[src/sv/deq_pkg.sv]
// ----------------------------------------------------------------------------
// deq_pkg
// types and constants for the ring-store double-ended queue
// ----------------------------------------------------------------------------
package deq_pkg;

    localparam int CAPACITY = 64;
    localparam int AW = $clog2(CAPACITY);
    localparam int CW = $clog2(CAPACITY + 1);

    localparam logic [3:0] CMD_PUSH_FRONT = 4'd0;
    localparam logic [3:0] CMD_PUSH_BACK  = 4'd1;
    localparam logic [3:0] CMD_POP_FRONT  = 4'd2;
    localparam logic [3:0] CMD_POP_BACK   = 4'd3;
    localparam logic [3:0] CMD_CLEAR      = 4'd4;
    localparam logic [3:0] CMD_ERASE      = 4'd5;
    localparam logic [3:0] CMD_RESIZE     = 4'd6;
    localparam logic [3:0] CMD_ASSIGN     = 4'd7;
    localparam logic [3:0] CMD_REVERSE    = 4'd8;
    localparam logic [3:0] CMD_SORT       = 4'd9;

    localparam logic [1:0] ST_OK    = 2'd0;
    localparam logic [1:0] ST_EMPTY = 2'd1;
    localparam logic [1:0] ST_RANGE = 2'd2;
    localparam logic [1:0] ST_FULL  = 2'd3;

    localparam logic [31:0] WORD_NONE = 32'hFFFF_FFFF;

    typedef struct packed {
        logic [3:0]         cmd;
        logic signed [31:0] value;
        logic [5:0]         index;
        logic [6:0]         count;
    } t_deq_in;

    typedef struct packed {
        logic [1:0]         status;
        logic signed [31:0] removed_value;
        logic signed [31:0] front_value;
        logic signed [31:0] back_value;
        logic [6:0]         size_now;
        logic               is_empty;
    } t_deq_out;

endpackage

[src/sv/double_ended_queue_top.sv]
// ----------------------------------------------------------------------------
// double_ended_queue_top
// bounded deque of signed words in a single-port-read ring memory
// ----------------------------------------------------------------------------
//  channel  direction  handshake            payload
//  command  in         i_valid / o_ready    i_data (t_deq_in)
//  result   out        o_valid / i_ready    o_data (t_deq_out)
//
//  one command at a time; resize and assign write one word at a time, and
//  erase, reverse and sort step through the stored words one by one; the
//  one memory read port sets this.
//  every command ends with a read of the front and back slots.
//  reset clears state, head, count and result valid only; the memory needs no clearing.
//  a stalled result holds the next result in its last state until the old one is taken.
// ----------------------------------------------------------------------------
module double_ended_queue_top (
    input  logic             i_clk,
    input  logic             i_rst_n,
    input  logic             i_valid,
    output logic             o_ready,
    input  deq_pkg::t_deq_in i_data,
    output logic             o_valid,
    input  logic             i_ready,
    output deq_pkg::t_deq_out o_data
);
    import deq_pkg::*;

    typedef enum logic [4:0] {
        S_IDLE, S_EXEC, S_POP, S_ER_CAP, S_ER_RD, S_ER_WR, S_FILL,
        S_REV_A, S_REV_B, S_REV_C, S_REV_D,
        S_SORT_KEY, S_SORT_KEYW, S_SORT_CMP, S_SORT_PUT,
        S_FRONT, S_BACK, S_FIN
    } t_state;

    localparam logic [CW-1:0] CAP_C = CW'(CAPACITY);
    localparam logic [CW-1:0] ONE_C = CW'(1);

    logic [31:0]   mem [CAPACITY];
    logic [31:0]   r_rdata;

    t_state        r_state, n_state;
    logic [AW-1:0] r_head, n_head;
    logic [CW-1:0] r_count, n_count;
    logic [CW-1:0] r_i, n_i;
    logic [CW-1:0] r_j, n_j;
    t_deq_in       r_req, n_req;
    logic [1:0]    r_status, n_status;
    logic [31:0]   r_removed, n_removed;
    logic [31:0]   r_lo, n_lo;
    logic [31:0]   r_front, n_front;
    logic          r_out_valid, n_out_valid;
    t_deq_out      r_out, n_out;

    logic          rd_en, wr_en;
    logic [AW-1:0] rd_addr, wr_addr;
    logic [31:0]   wr_data;
    logic [CW-1:0] hi_pos;

    function automatic logic [AW-1:0] slot(input logic [AW-1:0] head,
                                           input logic [CW-1:0] pos);
        return head + pos[AW-1:0];
    endfunction

    assign o_ready = (r_state == S_IDLE);
    assign o_valid = r_out_valid;
    assign o_data  = r_out;
    assign hi_pos  = r_count - ONE_C - r_i;

    always_comb begin
        n_state     = r_state;
        n_head      = r_head;
        n_count     = r_count;
        n_i         = r_i;
        n_j         = r_j;
        n_req       = r_req;
        n_status    = r_status;
        n_removed   = r_removed;
        n_lo        = r_lo;
        n_front     = r_front;
        n_out_valid = r_out_valid;
        n_out       = r_out;
        rd_en       = 1'b0;
        rd_addr     = r_head;
        wr_en       = 1'b0;
        wr_addr     = r_head;
        wr_data     = r_rdata;

        if (r_out_valid && i_ready) begin
            n_out_valid = 1'b0;
        end

        unique case (r_state)
            S_IDLE: begin
                if (i_valid) begin
                    n_req     = i_data;
                    n_status  = ST_OK;
                    n_removed = '0;
                    n_state   = S_EXEC;
                end
            end
            S_EXEC: begin
                n_state = S_FRONT;
                unique case (r_req.cmd) inside
                    CMD_PUSH_FRONT, CMD_PUSH_BACK: begin
                        if (r_count >= CAP_C) begin
                            n_status = ST_FULL;
                        end else begin
                            wr_en   = 1'b1;
                            wr_data = r_req.value;
                            n_count = r_count + ONE_C;
                            if (r_req.cmd == CMD_PUSH_FRONT) begin
                                n_head  = r_head - AW'(1);
                                wr_addr = r_head - AW'(1);
                            end else begin
                                wr_addr = slot(r_head, r_count);
                            end
                        end
                    end
                    CMD_POP_FRONT, CMD_POP_BACK: begin
                        if (r_count == '0) begin
                            n_status = ST_EMPTY;
                        end else begin
                            rd_en   = 1'b1;
                            rd_addr = (r_req.cmd == CMD_POP_FRONT) ? r_head
                                      : slot(r_head, r_count - ONE_C);
                            n_state = S_POP;
                        end
                    end
                    CMD_CLEAR: n_count = '0;
                    CMD_ERASE: begin
                        if (CW'(r_req.index) >= r_count) begin
                            n_status = ST_RANGE;
                        end else begin
                            rd_en   = 1'b1;
                            rd_addr = slot(r_head, CW'(r_req.index));
                            n_i     = CW'(r_req.index);
                            n_state = S_ER_CAP;
                        end
                    end
                    CMD_RESIZE, CMD_ASSIGN: begin
                        if (r_req.count > CAP_C) begin
                            n_status = ST_FULL;
                        end else begin
                            n_i     = (r_req.cmd == CMD_ASSIGN) ? '0 : r_count;
                            n_state = S_FILL;
                        end
                    end
                    CMD_REVERSE: begin
                        n_i     = '0;
                        n_state = S_REV_A;
                    end
                    CMD_SORT: begin
                        n_i     = ONE_C;
                        n_state = S_SORT_KEY;
                    end
                    default: ;
                endcase
            end
            S_POP: begin
                n_removed = r_rdata;
                n_count   = r_count - ONE_C;
                if (r_req.cmd == CMD_POP_FRONT) begin
                    n_head = r_head + AW'(1);
                end
                n_state = S_FRONT;
            end
            S_ER_CAP: begin
                n_removed = r_rdata;
                n_state   = S_ER_RD;
            end
            S_ER_RD: begin
                if (r_i + ONE_C < r_count) begin
                    rd_en   = 1'b1;
                    rd_addr = slot(r_head, r_i + ONE_C);
                    n_state = S_ER_WR;
                end else begin
                    n_count = r_count - ONE_C;
                    n_state = S_FRONT;
                end
            end
            S_ER_WR: begin
                wr_en   = 1'b1;
                wr_addr = slot(r_head, r_i);
                n_i     = r_i + ONE_C;
                n_state = S_ER_RD;
            end
            S_FILL: begin
                if (r_i < r_req.count) begin
                    wr_en   = 1'b1;
                    wr_addr = slot(r_head, r_i);
                    wr_data = (r_req.cmd == CMD_ASSIGN) ? r_req.value : '0;
                    n_i     = r_i + ONE_C;
                end else begin
                    n_count = r_req.count;
                    n_state = S_FRONT;
                end
            end
            S_REV_A: begin
                if (r_i < (r_count >> 1)) begin
                    rd_en   = 1'b1;
                    rd_addr = slot(r_head, r_i);
                    n_state = S_REV_B;
                end else begin
                    n_state = S_FRONT;
                end
            end
            S_REV_B: begin
                n_lo    = r_rdata;
                rd_en   = 1'b1;
                rd_addr = slot(r_head, hi_pos);
                n_state = S_REV_C;
            end
            S_REV_C: begin
                wr_en   = 1'b1;
                wr_addr = slot(r_head, r_i);
                n_state = S_REV_D;
            end
            S_REV_D: begin
                wr_en   = 1'b1;
                wr_addr = slot(r_head, hi_pos);
                wr_data = r_lo;
                n_i     = r_i + ONE_C;
                n_state = S_REV_A;
            end
            S_SORT_KEY: begin
                if (r_i < r_count) begin
                    rd_en   = 1'b1;
                    rd_addr = slot(r_head, r_i);
                    n_state = S_SORT_KEYW;
                end else begin
                    n_state = S_FRONT;
                end
            end
            S_SORT_KEYW: begin
                // r_lo holds the key while it walks down
                n_lo    = r_rdata;
                n_j     = r_i;
                rd_en   = 1'b1;
                rd_addr = slot(r_head, r_i - ONE_C);
                n_state = S_SORT_CMP;
            end
            S_SORT_CMP: begin
                wr_en   = 1'b1;
                wr_addr = slot(r_head, r_j);
                if ($signed(r_rdata) > $signed(r_lo)) begin
                    n_j = r_j - ONE_C;
                    if (r_j == ONE_C) begin
                        n_state = S_SORT_PUT;
                    end else begin
                        rd_en   = 1'b1;
                        rd_addr = slot(r_head, r_j - CW'(2));
                    end
                end else begin
                    wr_data = r_lo;
                    n_i     = r_i + ONE_C;
                    n_state = S_SORT_KEY;
                end
            end
            S_SORT_PUT: begin
                wr_en   = 1'b1;
                wr_addr = slot(r_head, r_j);
                wr_data = r_lo;
                n_i     = r_i + ONE_C;
                n_state = S_SORT_KEY;
            end
            S_FRONT: begin
                rd_en   = 1'b1;
                rd_addr = r_head;
                n_state = S_BACK;
            end
            S_BACK: begin
                n_front = (r_count != '0) ? r_rdata : WORD_NONE;
                rd_en   = 1'b1;
                rd_addr = slot(r_head, r_count - ONE_C);
                n_state = S_FIN;
            end
            S_FIN: begin
                // read data holds while the result waits for a free register
                if (!r_out_valid || i_ready) begin
                    n_out_valid          = 1'b1;
                    n_out.status         = r_status;
                    n_out.removed_value  = (r_status != ST_OK) ? WORD_NONE : r_removed;
                    n_out.front_value    = r_front;
                    n_out.back_value     = (r_count != '0) ? r_rdata : WORD_NONE;
                    n_out.size_now       = 7'(r_count);
                    n_out.is_empty       = (r_count == '0);
                    n_state              = S_IDLE;
                end
            end
            default: n_state = S_IDLE;
        endcase
    end

    always_ff @(posedge i_clk) begin
        if (!i_rst_n) begin
            r_state     <= S_IDLE;
            r_head      <= '0;
            r_count     <= '0;
            r_out_valid <= 1'b0;
        end else begin
            r_state     <= n_state;
            r_head      <= n_head;
            r_count     <= n_count;
            r_out_valid <= n_out_valid;
        end
        r_i       <= n_i;
        r_j       <= n_j;
        r_req     <= n_req;
        r_status  <= n_status;
        r_removed <= n_removed;
        r_lo      <= n_lo;
        r_front   <= n_front;
        r_out     <= n_out;
    end

    always_ff @(posedge i_clk) begin
        if (wr_en) begin
            mem[wr_addr] <= wr_data;
        end
        if (rd_en) begin
            r_rdata <= mem[rd_addr];
        end
    end

    a_count_bound: assert property (@(posedge i_clk) disable iff (!i_rst_n)
        r_count <= CAP_C)
        else $error("element count above capacity");

    a_one_at_a_time: assert property (@(posedge i_clk) disable iff (!i_rst_n)
        (i_valid && o_ready) |=> !o_ready)
        else $error("command taken while another is in flight");

    a_error_removed: assert property (@(posedge i_clk) disable iff (!i_rst_n)
        (o_valid && o_data.status != ST_OK) |-> (o_data.removed_value == WORD_NONE))
        else $error("failed command reports a removed word");

    a_empty_flag: assert property (@(posedge i_clk) disable iff (!i_rst_n)
        o_valid |-> (o_data.is_empty == (o_data.size_now == 7'd0)))
        else $error("empty flag disagrees with size");

    a_no_rw_clash: assert property (@(posedge i_clk) disable iff (!i_rst_n)
        (rd_en && wr_en) |-> (rd_addr != wr_addr))
        else $error("read and write hit the same slot");

endmodule

[config.mk]
export PLATFORM = sky130hd
export DESIGN_NAME = double_ended_queue_top
export DESIGN_NICKNAME = d
export VERILOG_FILES = /design/src/sv/deq_pkg.sv /design/src/sv/double_ended_queue_top.sv
export SDC_FILE = /design/constraint.sdc
export NUM_CORES = 2
export LEC_CHECK = 0
export BUFFER_PORTS_ARGS = -buffer_cell sky130_fd_sc_hd__buf_2
export CAP_MARGIN = 10
export CORE_ASPECT_RATIO = 1.4
export CORE_MARGIN = 2
export CORE_UTILIZATION = 55
export CTS_CLUSTER_DIAMETER = 100
export DETAILED_ROUTE_END_ITERATION = 6
export PLACE_DENSITY = 0.71
export SETUP_SLACK_MARGIN = 0.02
export SLEW_MARGIN = 20
export SYNTH_ARGS = -nofsm -noshare
export SYNTH_HDL_FRONTEND = slang
export SYNTH_SLANG_ARGS = --single-unit
[constraint.sdc]
create_clock -name i_clk -period 21.2 [get_ports i_clk]
set_input_delay 4.24 -clock i_clk [delete_from_list [all_inputs] [get_ports i_clk]]
set_output_delay 4.24 -clock i_clk [all_outputs]
set_load 0.02 [all_outputs]
# --- Word-level counts from Yosys, hierarchy flattened ---
# Memories as Yosys holds them, arrays and structs flattened. A register that Yosys moved wholly into a read port is not among the register bits.
# Index checks and enable logic that the tools add are counted.
totals:
  reg_bits: 286
  output_inout_bits: 108
  input_bits: 53
  word_cells: 212
  memories: 1
  mem_bits_rw: 2048
classes:
  n_reduce_logical: 35
  eq_ne: 49
  magnitude_cmp: 8
  addsub: 18
  mux: 81
memory_table:
  columns: ["memory", "depth", "width", "read_ports", "rd_ports_with_merged_regs", "write_ports", "line_no", "text"]
  rows:
  - ["mem", 64, 32, 1, 1, 1, "double_ended_queue_top.sv:38", "logic [31:0] mem [CAPACITY];"]
ops:
  columns: ["op", "n"]
  rows:
  - ["two-way mux 32 bit", 7]
  - ["one-hot mux 32 bit (4 select lines)", 1]
  - ["two-way mux 6 bit", 16]
  - ["one-hot mux 5 bit (17 select lines)", 1]
  - ["one-hot mux 7 bit (4 select lines)", 3]
  - ["one-hot mux 32 bit (2 select lines)", 1]
  - ["two-way mux 7 bit", 9]
  - ["adder 6 bit", 9]
  - ["one-hot mux 6 bit (8 select lines)", 1]
  - ["== test 5 x 4 -> 1 bit (second input constant)", 8]
  - ["greater-than comparator 32 bit", 1]
  - ["one-hot mux 6 bit (5 select lines)", 1]
  - ["one-hot mux 7 bit (2 select lines)", 2]
  - ["two-way mux 5 bit", 5]
  - ["!= test 3 bit (second input constant)", 8]
  - ["one-hot mux 6 bit (2 select lines)", 2]
  - ["< comparator 7 bit", 3]
  - ["== test 5 x 3 -> 1 bit (second input constant)", 4]
  - ["!= test 2 bit (second input constant)", 10]
  - ["one-hot mux 4 bit (5 select lines)", 1]
  - ["OR reduction 2 bit", 9]
  - ["== test 4 x 3 -> 1 bit (second input constant)", 4]
  - ["two-way mux 4 bit", 4]
  - ["two-way mux 1 bit", 15]
  - ["other kinds (45)", 66]

# --- Longest topological paths before layout ---
logic_depth:
  word_depth: 6
  depth_mapped: 22
  ltp_nobuf: 18

# --- Least setup slack after synthesis ---
# No wires, ideal clock.
synth_timing:
  kind: "input port to flip-flop"
  start: "in i_ready"
  end: "reg r_out (netlist bit o_data[0]) (enable)"
  path_stages: 2
  t_arrival_ns: 9.065
  t_required_ns: 20.617
  path_buffers: 0
  slack_ns: 11.552
  setup_time_ns: 0.583
  path_cell_list: "nand2b_1 -> nor2b_1"
synth_between:
  elab_chain_cells: 2
synth_rtl:
  columns: ["element", "line_no", "text"]
  rows:
  - ["start: declaration", "double_ended_queue_top.sv:23", "input logic i_ready,"]
  - ["logical OR 1 bit", "double_ended_queue_top.sv:279", "if (!r_out_valid || i_ready) begin"]
  - ["AND reduction 2 bit (no line)", null, null]
  - ["end signal: assignment", "double_ended_queue_top.sv:313", "r_out <= n_out;"]
  - ["end: declaration", "double_ended_queue_top.sv:52", "t_deq_out r_out, n_out;"]
# Every way passes these cells.
# A chain may end at the register's enable or synchronous reset.

# --- Worst setup path after layout ---
layout_timing:
  start: "reg r_i[1]"
  end: "reg r_rdata[6], read port of mem (data pin)"
layout_between:
  elab_chain_cells: 4
  elab_cells_between_ends: 18
layout_rtl:
  columns: ["element", "line_no", "text"]
  rows:
  - ["start: declaration", "double_ended_queue_top.sv:44", "logic [CW-1:0] r_i, n_i;"]
  - ["start signal: assignment", "double_ended_queue_top.sv:306", "r_i <= n_i;"]
  - ["adder 7 x 1 -> 7 bit", "double_ended_queue_top.sv:172", "if (r_i + ONE_C < r_count) begin"]
  - ["adder 6 bit or < comparator 7 bit (tied branches)", "double_ended_queue_top.sv:61, double_ended_queue_top.sv:172", null]
  - ["two-way mux 6 bit or two-way mux 1 bit (tied branches)", "double_ended_queue_top.sv:172", null]
  - ["one-hot mux 6 bit (8 select lines) or one-hot mux 1 bit (6 select lines) (tied branches)", "double_ended_queue_top.sv:92", "unique case (r_state)"]
  - ["end: declaration", "double_ended_queue_top.sv:39", "logic [31:0] r_rdata;"]
# Parallel ways exist; a longest one is shown, timed or not.

==> impl_metrics.yaml <==
status:
  status: "complete, but fails checks"
  violations_in_the_final_reports: "DRC"
floorplan:
  die_height_um: 502
  io-pin-count: 161
  floorplan.initialDensity: 0.554
  core.rowCount: 182
  coreArea_mm2: 0.176
  dieWidth_um: 360
  fp.dieArea_mm2: 0.181
routing:
  dr_total_vias: 64600
  postRouteAntennaNets: 0
  drc_errors: 5
  drt-total-wl_um: 301000
  dr.pass1.iters: 7
  drt_iter0_markers: 9505
  routed_via_density: 6.52
  detail_routed_net_length_per_standard_cell_um: 30.3
sta:
  hold_viol: 0
  min_period_ps: 9050
  fmax_mhz: 110
  final_min_period_over_clock_period: 0.427
  max-slew-margin-rel: 0.207
  fin_setup_tns_ps: 0
  setup_viol_count_final: 0
  skew_ps: 29.5
  maxSlewViolCount: 0
  max_slew.worst_pin.slew_ps: 1190
  rsz0062_at_grt: "false"
global_routing:
  overflow: 0
  grt_antenna_before_repair: 8
  gr-usage-all-layers: 0.330
  wire_length_of_the_first_global_routing_pass_um: 432000
  grt_start_max_net_pins: 185
  first_global_vias: 62800
cts:
  cts.sink_count: 2366
  htree_num_levels: 4
  hold_buffers: 0
  cts-root-buf: "clkbuf_16"
  numCtsBuffers: 206
  insertion_delay_ps: 850
  cts.repair.resized: 0
  cts.repair_timing.setup_buffer_count: 0
  clock_path_buffers: 3
  path_clk_slew_ps: 70
  tritoncts_clock_tree: "yes"
setup_path:
  cell_with_the_biggest_individual_delay_on_the_critical_path: "a2111oi_2"
  critPathMaxStageDelay_ps: 960
  path_class: "register to register"
  list_of_cells_traversed_by_the_critical_path: "ha_1 > nand3_1 > xnor2_1 > ha_1 > a211oi_1 > a31oi_1 > buf_4 > o21ai_0 > nand3_1 > o21ai_0 > and3_4 > buf_4 > buf_4 > buf_4 > nand2_1 > and3_1 > a311oi_1 > a31oi_1 > or2_1 > a2111oi_2"
  timing.critical_path.fanout_max: 74
  cp.arrival_ps: 9560
  critPathMostFrequentCell: "buf_4"
  critPathLaunchType: "register"
  worst_ep_required_time_ps: 21710
  endpoint_class_of_the_critical_path: "register"
layout:
  area.growth.synth_to_final_pct: 10.8
  finalCoreUtilization: 0.614
  final_cell_area_mm2: 0.108
  fillers: 12800
  finalNetCount: 7622
  drive_gt1_frac: 0.116
synthesis:
  number_of_warnings_issued_by_yosys: 0
  synth_cell_types: 81
  postSynthRegisterBits: 2366
  synth.avg_cell_area_um2: 13.3
  synth_edf_count: 2347
  ys_seq_area_frac: 0.726
  async_reset_ff_frac: 0
  synth-main-ff-cell: "edfxtp_1"
  postSynthCellCount: 7356
  synthesis.area_mm2: 0.0976
  postSynthNetCount: 7545
placed_design:
  io_buffers: 160
  globalplace.congestion: 0.945
  post_dp_cell_area_mm2: 0.101
  hpwl_um: 172000
run:
  cap_viol_max_count: 0
min_path:
  timing.hold.worst.class: "register to register"
## metrics by stage
stage	setup slack [ps]	instances	hold WS [ps]
final	12150	9911	411
after global routing	11580	9909	419
after CTS	12340	9907	411
after detailed placement	12400	9525	405
after global placement	12570	9525	402
after floorplan	11550	7356	400
## registers in the layout, indices dropped and copies added, names as in the netlist
signal and flops:
mem 2048, o_data 106, r_req 49, r_front 32, r_lo 32, r_rdata 32, r_removed 32, r_count 7
r_i 7, r_j 7, r_head 6, r_state 5, r_status 2, o_valid 1
## final cells by class
| class | instances | area (um2) | area share |
|---|---|---|---|
| Sequential cell | 2366 | 70900 | 0.656 |
| Multi-Input combinational cell | 4398 | 24900 | 0.230 |
| Clock buffer | 246 | 5440 | 0.0504 |
| Tap cell | 2300 | 2880 | 0.0266 |
| Timing Repair Buffer | 332 | 2180 | 0.0202 |
| Clock inverter | 136 | 1330 | 0.0123 |
| Inverter | 129 | 494 | 0.00457 |
| Antenna cell | 4 | 10.0 | 0.0000926 |
## worst max-delay path: cells and delay by family (launching register included)
family / cells / cell delay [ps]
DFF: 1 / 670
buffers and inverters: 4 / 2520
xor gates and xnor gates: 1 / 340
AOI/OAI and AO/OA: 7 / 2750
adders and majority gates: 2 / 610
and+or+nand+nor: 6 / 1670
## placed cells by master, fill, tap and decap left out, types with 35 or more instances in the layout
cell type	synthesis	layout
nor2_1	130	62
a21oi_1	550	549
and3_1	145	143
nand3_1	384	382
clkbuf_16	0	212
o21ai_0	88	87
inv_1	129	97
buf_4	24	165
nand2b_1	46	46
a32oi_1	125	125
a21boi_0	37	37
nor4_1	166	162
nand2_1	1885	1883
or3_1	45	42
mux4_2	35	35
or2_2	37	37
edfxtp_1	2347	2347
ha_1	123	123
a31oi_1	39	39
a22oi_1	83	83
nor2_4	1	66
buf_2	86	160
clkinv_1	0	44
clkinv_2	0	51
and4_1	35	35
xnor2_1	38	38
## logic make-up after synthesis
group | share of synthesized area
multiplexers | 0.00849
AO/OA/AOI/OAI | 0.0783
adder cells (fa/ha/maj) | 0.0184
AND/OR/NAND/NOR | 0.138
XOR/XNOR | 0.00549
buffers and inverters | 0.0255
flip-flops | 0.726
## synthesized netlist by cell type (19+ instances only)
library cell,n,share of area
a21boi_0,37,0.0028
buf_1,28,0.0011
and4_1,35,0.0031
or2_1,32,0.0021
nand2_1,1885,0.073
and3_1,145,0.0093
nor2_1,130,0.0050
a222oi_1,33,0.0034
a311oi_1,33,0.0030
o21ai_0,88,0.0045
a2111oi_2,32,0.0049
nand2b_1,46,0.0029
a21o_1,22,0.0017
nor2b_1,24,0.0015
dfxtp_1,19,0.0039
nand3_1,384,0.020
a31oi_1,39,0.0025
buf_4,24,0.0018
xnor2_1,38,0.0034
ha_1,123,0.016
a32oi_1,125,0.011
clkbuf_1,316,0.012
nor4_1,166,0.011
nor3_1,29,0.0015
buf_2,86,0.0044
mux4_2,35,0.0081
or2_2,37,0.0024
or3_1,45,0.0029
a21oi_1,550,0.028
edfxtp_1,2347,0.72
inv_1,129,0.0050
a22oi_1,83,0.0064
## path summary, 6_finish.rpt
check | startpoint | end | slack (ps) | cells after the start
setup / recovery | r_i[1] | r_rdata[6] | 12150 | 20
hold / removal | r_front[23] | o_data[63] | 410 | 0
setup reg to reg | r_i[1] | r_rdata[6] | 12150 | 20
hold reg to reg | r_front[23] | o_data[63] | 410 | 0
## per-layer routing
metal	global-route usage	up-vias	wire length (um)	part of all wire
met5	0	-	202	0.00067
li1	-	27500	-	-
met1	0.392	31900	100000	0.33
met3	0.0678	994	32300	0.11
met4	0.239	8	24700	0.082
met2	0.539	4203	143000	0.48
Power is left out: the tool's default activity adds up to more than one toggle a clock period on the data nets, which glitch-free logic cannot reach.
